## src/design/wall_view_transform_project_top_defines.svh

```systemverilog
// Assertion helpers for the wall view transform block.
`ifndef WALL_VIEW_TRANSFORM_PROJECT_TOP_DEFINES_SVH
`define WALL_VIEW_TRANSFORM_PROJECT_TOP_DEFINES_SVH
// same-cycle implication, off during reset
`define WVT_ASSERT_IMP(lbl, clk, rst_n, ante, cons, msg) \
  lbl: assert property (@(posedge clk) disable iff (!rst_n) (ante) |-> (cons)) \
    else $error(msg);
// next-cycle implication, off during reset
`define WVT_ASSERT_NXT(lbl, clk, rst_n, ante, cons, msg) \
  lbl: assert property (@(posedge clk) disable iff (!rst_n) (ante) |=> (cons)) \
    else $error(msg);
// next-cycle implication, always on
`define WVT_ASSERT_ALW(lbl, clk, ante, cons, msg) \
  lbl: assert property (@(posedge clk) (ante) |=> (cons)) else $error(msg);
`endif

```

## src/design/wvt_pkg.sv

```systemverilog
package wvt_pkg;

  localparam int XW         = 20;  // camera-space x and depth
  localparam int ZW         = 24;  // bottom and top heights
  localparam int CFG_AW     = 3;
  localparam int CFG_DW     = 16;
  localparam int FIFO_DEPTH = 4;
  localparam int FIFO_AW    = $clog2(FIFO_DEPTH);

  typedef enum logic [CFG_AW-1:0] {
    REG_CAM_X     = 3'd0,
    REG_CAM_Y     = 3'd1,
    REG_CAM_Z     = 3'd2,
    REG_VIEW_COS  = 3'd3,
    REG_VIEW_SIN  = 3'd4,
    REG_PITCH     = 3'd5,
    REG_FLOOR     = 3'd6,
    REG_HEIGHT    = 3'd7
  } cfg_reg_t;

  typedef struct packed {
    logic signed [15:0] cam_x;
    logic signed [15:0] cam_y;
    logic signed [15:0] cam_z;
    logic signed [15:0] view_cos;
    logic signed [15:0] view_sin;
    logic signed [7:0]  look_pitch;
    logic signed [15:0] sector_floor;
    logic signed [15:0] sector_height;
  } cfg_t;

  // one transformed wall, index 0 is the start point, or the end point on a back pass
  typedef struct packed {
    logic                  culled;
    logic [1:0][XW-1:0]    px;
    logic [1:0][XW-1:0]    py;
    logic [1:0][ZW-1:0]    zb;
    logic [1:0][ZW-1:0]    zt;
  } item_t;

  typedef struct packed {
    logic full;
    logic empty;
  } fifo_stat_t;

endpackage

```

## src/design/wvt_fifo.sv

```systemverilog
// Small queue between front and back. The head entry is registered.
module wvt_fifo (
  input  logic                 clk,
  input  logic                 rst_n,
  input  logic                 push,
  input  wvt_pkg::item_t       wdata,
  input  logic                 pop,
  output wvt_pkg::item_t       rdata,
  output wvt_pkg::fifo_stat_t  st
);

  localparam int AW = wvt_pkg::FIFO_AW;

  wvt_pkg::item_t mem_r [wvt_pkg::FIFO_DEPTH];
  wvt_pkg::item_t rdata_r;
  logic [AW-1:0]  wp_r;
  logic [AW-1:0]  rp_r;
  logic [AW-1:0]  rp_nxt;
  logic [AW:0]    cnt_r;

  assign rp_nxt = pop ? rp_r + 1'b1 : rp_r;

  always_ff @(posedge clk) begin
    if (!rst_n) begin
      wp_r  <= '0;
      rp_r  <= '0;
      cnt_r <= '0;
    end else begin
      if (push) wp_r <= wp_r + 1'b1;
      rp_r <= rp_nxt;
      if (push && !pop) cnt_r <= cnt_r + 1'b1;
      else if (pop && !push) cnt_r <= cnt_r - 1'b1;
    end
  end

  // write-through when the new head slot is written in the same cycle
  always_ff @(posedge clk) begin
    if (push) mem_r[wp_r] <= wdata;
    rdata_r <= (push && (wp_r == rp_nxt)) ? wdata : mem_r[rp_nxt];
  end

  assign rdata    = rdata_r;
  assign st.full  = (cnt_r == (AW+1)'(wvt_pkg::FIFO_DEPTH));
  assign st.empty = (cnt_r == '0);

endmodule

```

## config.mk

```make
export PLATFORM = sky130hd
export DESIGN_NAME = wvt_fifo
export DESIGN_NICKNAME = d
export VERILOG_FILES = /design/src/design/wall_view_transform_project_top_defines.svh /design/src/design/wvt_pkg.sv /design/src/design/wvt_fifo.sv
export SDC_FILE = /design/constraint.sdc
export NUM_CORES = 1
export LEC_CHECK = 0
export BUFFER_PORTS_ARGS = -buffer_cell sky130_fd_sc_hd__buf_2
export CAP_MARGIN = 20
export CORE_UTILIZATION = 45
export DETAILED_ROUTE_END_ITERATION = 8
export PLACE_DENSITY_LB_ADDON = 0.08
export SYNTH_ARGS = -nofsm -noshare
export SYNTH_HDL_FRONTEND = slang
export SYNTH_SLANG_ARGS = --single-unit
```

## constraint.sdc

```tcl
create_clock -name clk -period 9.01 [get_ports clk]
set_clock_uncertainty 0.05 [all_clocks]
set_input_delay 0.4505 -clock clk [delete_from_list [all_inputs] [get_ports clk]]
set_output_delay 0.4505 -clock clk [all_outputs]
set_load 0.005 [all_outputs]
```

==> flow_metrics.tcl, run 1 <==
set metrics [dict create \
    placedCellCount 2059 \
    peakVddDrop_mv 0.187 \
    pre_cts_ws_ns 5.44 \
    grt_pass1_vias 13000 \
    status "finished, final reports clean" \
    cts_tree "done" \
    worst_pin_slew_ns 0.992 \
    relSlewSlack 0.338 \
    cap_violations 0 \
    p_sw_frac 0.217 \
    dp_hpwl_um 30400 \
    die_x_um 242 \
    syn_avg_cell_area_um2 26.9 \
    crit_type "reg2out" \
    gp_congestion 0.723 \
    seq_area_um2 21400 \
    crit_fanout 39 \
    grt_max_degree 83 \
    grt_overflow 0 \
    power_frac_seq 0.504 \
    yosys.area.top_type_share 0.818 \
    grt.total_usage 0.182 \
    area_growth_pct 25.4 \
    routedWlPerCell_um 22.2 \
    synth_top_cell_by_area "edfxtp_1" \
    cts_num_sinks 717 \
    worstSkewPairLatency_ns 0.59 \
    coreArea_um2 56700 \
    synth_cells 967 \
    cts_buffer_depth 3 \
    num_vias 12100 \
    antenna_found_initial 6 \
    end_kind "output pin" \
    synth_nets 1154 \
    grt_pass1_wl_um 80000 \
    drt_iter0_drc 543 \
    drcViolationCount 0 \
    cts_setup_buffers 0 \
    fill_cells 4226 \
    slew_viol_final 0 \
    wl_um 52400 \
    finalWorstSetupSlack_ns 5.02 \
    fp-row-count 87 \
    die_h_um 242 \
    yosysSeqAreaShare 0.825 \
    cts_made_buffers 74 \
    clk_pin_slew_ns 0.06 \
    leakagePower_nw 11.1 \
    h-tree-depth 3 \
    clock.fmax_ghz 0.250 \
    fin_cells 2358 \
    ys.warnings.count 0 \
    viasPerCell 5.12 \
    drt_pass1_iterations 4 \
    ios 360 \
    ys_types 20 \
    min_period_ns 3.99 \
    dieArea_um2 58700 \
    io_buffers 359 \
    hold_path.class "in2reg" \
    grt_setup_unrepaired "false" \
    setup_tns_ns 0 \
    ys_seq_elements 717 \
    p_comb_frac 0.112 \
    period_share 0.443 \
    setup_viol 0 \
    hold_depth 1 \
    cp.arrival_ns 3.49 \
    cp.required_ns 8.51 \
    drive_gt1_frac 0.413 \
    p_per_area_nw_per_um2 237 \
    start_util 0.458 \
    layout.nets 1728 \
    p_clk_frac 0.383 \
    ff2ff_path_depth 5 \
    intPower_mw 6.03 \
    multiInputGateArea_um2 4240 \
    p_sw_mw 1.67 \
    hold_violations 0 \
    crit_path_start_kind "register" \
    drt.antenna.violating_nets 0 \
    synthTopCellsByArea "edfxtp_1, mux4_2, dfxtp_1" \
    cts_root_buffer "clkbuf_16" \
    synth.cell_area_um2 26000 \
]
## critical path: stages (launching register included)
cell and delay [ns]:
dfxtp_4 0.63, buf_4 0.71, buf_4 0.76, mux4_2 0.60, buf_2 0.15
## state kept, by name, summed over array words and instances (netlist names), named ones only
register,count
wp_r,2
cnt_r,3
rp_r,2
mem_r,708
## area by class of cell
cell class | instances | area share
Antenna cell | 6 | 0.000461
Tap cell | 756 | 0.0290
Clock buffer | 91 | 0.0608
Clock inverter | 40 | 0.0114
Inverter | 4 | 0.000461
Timing Repair Buffer | 538 | 0.109
Sequential cell | 717 | 0.658
Multi-Input combinational cell | 206 | 0.130
## kinds of logic after synthesis
group / share of synthesized area
simple gates: 0.00327
fa+ha+maj: 0.00318
xor+xnor: 0.00169
buf+inv: 0.0119
mux: 0.154
flops: 0.825
compound gates: 0.000482
## power by group through the flow
| stage | clock network, mW | logic, mW | registers (mW) |
|---|---|---|---|
| after CTS | 3.03 | 0.894 | 3.89 |
| final | 2.95 | 0.865 | 3.89 |
| after floorplan | 0 | 0.489 | 3.95 |
| after global routing | 3.16 | 0.936 | 3.90 |
| after detailed placement | 0 | 0.831 | 3.96 |
| after global placement | 0 | 0.826 | 3.96 |
## path summary, 6_finish.rpt
check | start | end | slack (ns)
max | register | rdata[55] | 5.02
min | wdata[37] | mem_r[0][37]$_DFFE_PP_ | 0.04
max reg2reg | wp_r[0]$_SDFFE_PN0P_ | mem_r[2][81]$_DFFE_PP_ | 5.94
min reg2reg | rp_r[1]$_SDFF_PN0_ | register | 0.40
## Yosys cell counts
cell type	n
edfxtp_1	708
mux4_2	177
buf_2	19
buf_6	16
dfxtp_1	9
and2_1	8
clkbuf_1	5
ha_1	5
inv_1	4
xor2_1	3
mux2i_1	2
nor2b_1	2
xnor2_1	2
a21boi_0	1
fa_1	1
nand2_1	1
nor3_1	1
nor3b_1	1
o21ai_0	1
or3_1	1
## timing repair
action	4_1_cts	5_1_grt
hold endpoints to repair	626	0
gates resized for setup	0	0
hold buffers	162	0
## per-stage QoR
stage	power (mW)	util	hold slack, ns	instance area (um^2)
after floorplan	4.44	-	0.375	26000
after global placement	4.78	0.504	0.383	28600
after detailed placement	4.79	0.504	0.386	28600
after CTS	7.82	0.574	0.000792	32600
after global routing	8.00	0.574	0.0101	32600
final	7.71	0.574	0.0388	32600
## layer usage
metal / routed length, um / share of wire / vias to the layer above / track usage
met5: 28 / 0.00053 / - / 0
met4: 1200 / 0.023 / 4 / 0.0542
met3: 2960 / 0.056 / 90 / 0.0490
met2: 25700 / 0.49 / 290 / 0.290
met1: 22500 / 0.43 / 6339 / 0.246
li1: - / - / 5359 / -
## layout by cell type (no fill, tap or decap), drive strengths merged, types with 2 or more instances in the layout
cell	netlist	routed
and2	8	8
buf	35	376
bufinv	0	7
clkbuf	5	91
clkinv	0	27
clkinvlp	0	3
dfxtp	9	9
diode	0	6
dlygate4sd3	0	162
edfxtp	708	708
ha	5	5
inv	4	7
mux2i	2	2
mux4	177	177
nor2b	2	2
xnor2	2	2
xor2	3	3
(Power assumes the default switching activity.)
==> run 2: changes to the inputs <==
- ABC_AREA: unset -> 1
- clock period: 9.01 -> 3.3 ns (I/O delays scaled with it)
==> flow_metrics.tcl, run 2 <==
set metrics [dict create \
    setup_tns_ns 0 \
    p_comb_frac 0.114 \
    layout.nets 2489 \
    yosys-top-cells-count "edfxtp_1, nor2_1, o21ai_0" \
    grt.busiest_layer "met2" \
    cts_setup_buffers 0 \
    use_met1 0.286 \
    clk_pin_slew_ns 0.06 \
    synth_xor_xnor_area_share 0.000662 \
    area_growth_pct 26.0 \
    grt.total_usage 0.209 \
    syn_avg_cell_area_um2 14.9 \
    cts_made_buffers 76 \
    layout_common_cells "edfxtp_1, nor2_1, buf_2, o21ai_0, dlygate4sd3_1" \
    whs_ns 0.249 \
    grt_pass1_wl_um 95500 \
    drive_gt1_frac 0.214 \
    viasPerCell 5.27 \
    p_sw_mw 4.86 \
    synth_edf_count 708 \
    synth_top_family_by_area "compound AO/OA/AOI/OAI gates" \
    num_vias 16500 \
    synth_mux_area_frac 0 \
    synth_nets 1957 \
    placedCellCount 2809 \
    grt_setup_unrepaired "false" \
    ctsResizeCount 0 \
    end_kind "output pin" \
    rrSetupSlack_ns 1.30 \
    period_share 0.821 \
    fill_cells 4664 \
    start_util 0.457 \
    top_register "mem_r" \
    power_frac_seq 0.500 \
    multiInputGateArea_um2 4440 \
    worst_pin_slew_ns 0.897 \
    gp_congestion 0.786 \
    synthSimpleGateAreaFrac 0.0535 \
    cap_violations 0 \
    synthTopCellsByArea "edfxtp_1, o21ai_0, nor2_1" \
    cts_num_sinks 717 \
    place_area_um2 29200 \
    grt_overflow 0 \
    crit_path_start_kind "register" \
    layout_commonest_cell "edfxtp_1" \
    die_x_um 244 \
    cts_root_buffer "clkbuf_16" \
    synth.most_common_cell "edfxtp_1" \
    antenna_found_initial 3 \
    finalInstanceArea_um2 33300 \
    worst_path_max_delay_cell "buf_12" \
    routedWlPerCell_um 20.1 \
    met3_usage 0.0417 \
    worstSkewPairLatency_ns 0.60 \
    fin_cells 3122 \
    p_clk_frac 0.386 \
    drt.antenna.violating_nets 0 \
    dp_hpwl_um 33500 \
    largest_reg_flops 708 \
    async_flop_share 0 \
    use_met2 0.337 \
    synth-compound-area-share 0.110 \
    seq_area_um2 21500 \
    yosys.area.top_type_share 0.803 \
    crit_type "reg2out" \
    setup_viol 0 \
    die_h_um 244 \
    ys_types 22 \
    peakVddDrop_mv 0.427 \
    min_period_ns 2.71 \
    hold_path.class "in2reg" \
    intPower_mw 16.2 \
    h-tree-depth 3 \
    yosys_most_used_dff "edfxtp_1" \
    io_buffers 359 \
    synth_cells 1770 \
    ys.warnings.count 0 \
    reg_top3 "mem_r: 708 flops, cnt_r: 3 flops" \
    grt_max_degree 178 \
    yosysSeqAreaShare 0.810 \
    clock.fmax_ghz 0.369 \
    dieArea_um2 59800 \
    utilization 0.576 \
    cp.arrival_ns 2.50 \
    max_stage_delay_ns 0.45 \
    p_sw_frac 0.231 \
    slew_viol_final 0 \
    synth_top_cell_by_area "edfxtp_1" \
    fp-row-count 88 \
    crit_fanout 172 \
    drt_iter0_drc 926 \
    cts_tree "done" \
    crit_chain "buf_12 -> o21ai_0 -> o22ai_1 -> buf_2" \
    relSlewSlack 0.402 \
    cts_buffer_depth 3 \
    wl_um 62700 \
    status "finished, final reports clean" \
    ios 360 \
    grt_pass1_vias 16400 \
    synth_adder_area_share 0.00312 \
    coreArea_um2 57900 \
    ys_seq_elements 717 \
    p_per_area_nw_per_um2 630 \
    hold_violations 0 \
    leakagePower_nw 11.6 \
    drt_pass1_iterations 4 \
    cp.required_ns 3.08 \
    drcViolationCount 0 \
    synth.cell_area_um2 26500 \
]
run 2: metal layers:
layer  share of wire  up-vias
met5         0.00037        -
met4           0.023        4
met1            0.44     8135
met3           0.059       98
met2            0.48      462
li1                -     7767
run 2: layout make-up:
cell class / instances / share of cell area
flip-flops and latches: 717 / 0.643
inverters: 18 / 0.00278
clock inverters: 32 / 0.00799
diodes: 2 / 0.000150
repair buffers: 570 / 0.121
well taps: 765 / 0.0287
multi-input cells: 919 / 0.133
clock buffers: 99 / 0.0628
run 2: kinds of logic after synthesis:
| family | after synthesis |
|---|---|
| fa+ha+maj | 6 |
| simple gates | 375 |
| flops | 717 |
| xor+xnor | 2 |
| buf+inv | 134 |
| compound gates | 536 |
run 2: final timing paths:
path / cells after the start / from / to
worst max register to register: 5 / wp_r[0]$_SDFFE_PN0P_ / mem_r[0][150]$_DFFE_PP_
worst min-delay path: 2 / wdata[69] / mem_r[3][69]$_DFFE_PP_
worst max-delay path: 4 / register / rdata[62]
worst min register to register: 2 / rp_r[1]$_SDFF_PN0_ / register
run 2: power groups by stage:
stage	clock, mW	combinational, mW	sequential [mW]
finish	8.11	2.40	10.5
global route	8.61	2.65	10.5
CTS	8.29	2.44	10.5
detailed placement	0	2.25	10.7
global placement	0	2.22	10.7
floorplan	0	1.12	10.7
run 2: through the flow:
stage,setup slack (ns),total power [mW]
floorplan,-0.380,11.8
global placement,1.27,12.9
detailed placement,1.23,13.0
CTS,0.563,21.2
global route,0.457,21.8
finish,0.589,21.0
run 2: worst max-delay path: cells and delay by family, from the launching register on:
| kind | cells | cell delay [ns] |
|---|---|---|
| compound gates | 2 | 0.60 |
| buf+inv | 2 | 0.63 |
| flops | 1 | 0.42 |
run 2: what timing repair did:
action,4_1_cts,5_1_grt
hold endpoints to repair,717,0
hold buffers,180,0
setup endpoints to repair,0,0
==> run 3: changes to the inputs <==
- clock period: 3.3 -> 2.3 ns (I/O delays scaled with it)
==> flow_metrics.tcl, run 3 (synthesized netlist as in run 2, its figures left out) <==
set metrics [dict create \
    drive_gt1_frac 0.228 \
    start_util 0.457 \
    cap_violations 0 \
    ff2ff_path_depth 6 \
    crit_buf_inv 2 \
    period_share 0.981 \
    met3WireLength_um 4010 \
    finalWorstSetupSlack_ns 0.0427 \
    p_per_area_nw_per_um2 893 \
    drt-met1-wl_um 29100 \
    area_growth_pct 28.7 \
    cp.required_ns 2.13 \
    drcViolationCount 0 \
    highest_layer "met5" \
    fill_cells 4564 \
    largest_reg_flops 708 \
    coreArea_um2 57900 \
    die_h_um 244 \
    fp-row-count 88 \
    worstSkewPairLatency_ns 0.60 \
    pre_cts_ws_ns 0.413 \
    placedCellCount 2831 \
    setup_tns_ns 0 \
    slew_viol_final 0 \
    worst_path_max_delay_cell "dfxtp_4" \
    grt_pass1_vias 16600 \
    peakVddDrop_mv 0.851 \
    leakagePower_nw 11.9 \
    min_period_ns 2.26 \
    grt_overflow 0 \
    cts_root_buffer "clkbuf_16" \
    relSlewSlack 0.622 \
    crit_type "reg2out" \
    clock.fmax_ghz 0.443 \
    cts_made_buffers 74 \
    rrSetupSlack_ns 0.09 \
    num_vias 16800 \
    drt_pass1_iterations 4 \
    viasPerCell 5.31 \
    grt_pass1_wl_um 97800 \
    fin_cells 3168 \
    layout_commonest_cell "edfxtp_1" \
    crit_path_start_kind "register" \
    grt_max_degree 107 \
    clk_pin_slew_ns 0.06 \
    reg_top3 "mem_r: 708 flops, cnt_r: 3 flops" \
    h-tree-depth 3 \
    hold_path.class "in2reg" \
    drt_iter0_drc 763 \
    crit_cells 4 \
    grt.total_usage 0.215 \
    max_stage_delay_ns 0.46 \
    antenna_found_initial 3 \
    dp_hpwl_um 35700 \
    die_x_um 244 \
    crit_chain "buf_16 -> o21ai_0 -> o22ai_1 -> buf_2" \
    cts_buffer_depth 3 \
    end_kind "output pin" \
    dieArea_um2 59800 \
    layout_common_cells "edfxtp_1, nor2_1, buf_2, o21ai_0, dlygate4sd3_1" \
    grt_setup_unrepaired "true" \
    setup_viol 0 \
    layout.nets 2528 \
    hold_depth 2 \
    cp_top_family "buffers and inverters" \
    ios 360 \
    cp.arrival_ns 2.09 \
    routedWlPerCell_um 21.0 \
    drt.antenna.violating_nets 0 \
    hold_violations 0 \
    status "finished, final reports clean" \
    cts_tree "done" \
    top_register "mem_r" \
    gp_congestion 0.768 \
    io_buffers 359 \
    crit_fanout 81 \
    wl_um 66400 \
    met2_length_um 31800 \
    worst_pin_slew_ns 0.567 \
    cts_num_sinks 717 \
]
[run 3: cell count changes in the layout (fill, tap and decap cells not counted), sizes merged]
cell,change
buf,+32
clkinv,+6
bufinv,+2
diode,+2
dlygate4sd3,+2
inv,+2
bufbuf,+1
clkbuf,-1
[run 3: worst paths after layout]
check | end | startpoint
worst max-delay path | rdata[118] | register
worst min-delay path | mem_r[0][64]$_DFFE_PP_ | wdata[64]
worst min register to register | register | rp_r[1]$_SDFF_PN0_
worst max register to register | wp_r[1]$_SDFFE_PN0P_ | wp_r[0]$_SDFFE_PN0P_
[run 3: cell type report]
class                           instances  area, um^2  area share
Timing Repair Buffer                  609        4740       0.139
Sequential cell                       717       21500       0.630
Tap cell                              765         957      0.0281
Clock inverter                         40         368      0.0108
Inverter                               18         111     0.00327
Multi-Input combinational cell        919        4440       0.130
Antenna cell                            4        10.0    0.000294
Clock buffer                           94        1970      0.0578
Timing Repair inverter                  2        20.0    0.000588
[run 3: repair_timing]
action | 4_1_cts | 5_1_grt
endpoints found under the setup margin | 96 | 87
gates resized for setup | 11 | 22
endpoints found under the hold margin | 717 | 0
pin swaps | 0 | 1
buffers inserted | 3 | 5
cloned | 4 | 5
hold buffers | 182 | 0
[run 3: metrics by stage]
stage / power [mW] / utilization / hold slack, ns / cell area, um^2
finish: 30.4 / 0.588 / 0.214 / 34100
global route: 31.5 / 0.588 / 0.189 / 34100
CTS: 30.6 / 0.585 / 0.166 / 33900
detailed placement: 18.7 / 0.509 / 0.280 / 29500
global placement: 18.6 / 0.509 / 0.278 / 29500
floorplan: 17.0 / - / 0.164 / 26500
[run 3: power breakdown]
group          total (mW)  internal, mW  switching [mW]
Clock                11.6          6.83            4.74
Combinational        3.78          1.50            2.28
Sequential           15.1          14.9           0.126
[run 3: routing by layer]
layer,up-vias,GRT usage
met5,-,0
met4,4,0.0610
met3,103,0.0532
met2,422,0.346
met1,8424,0.289
li1,7866,-
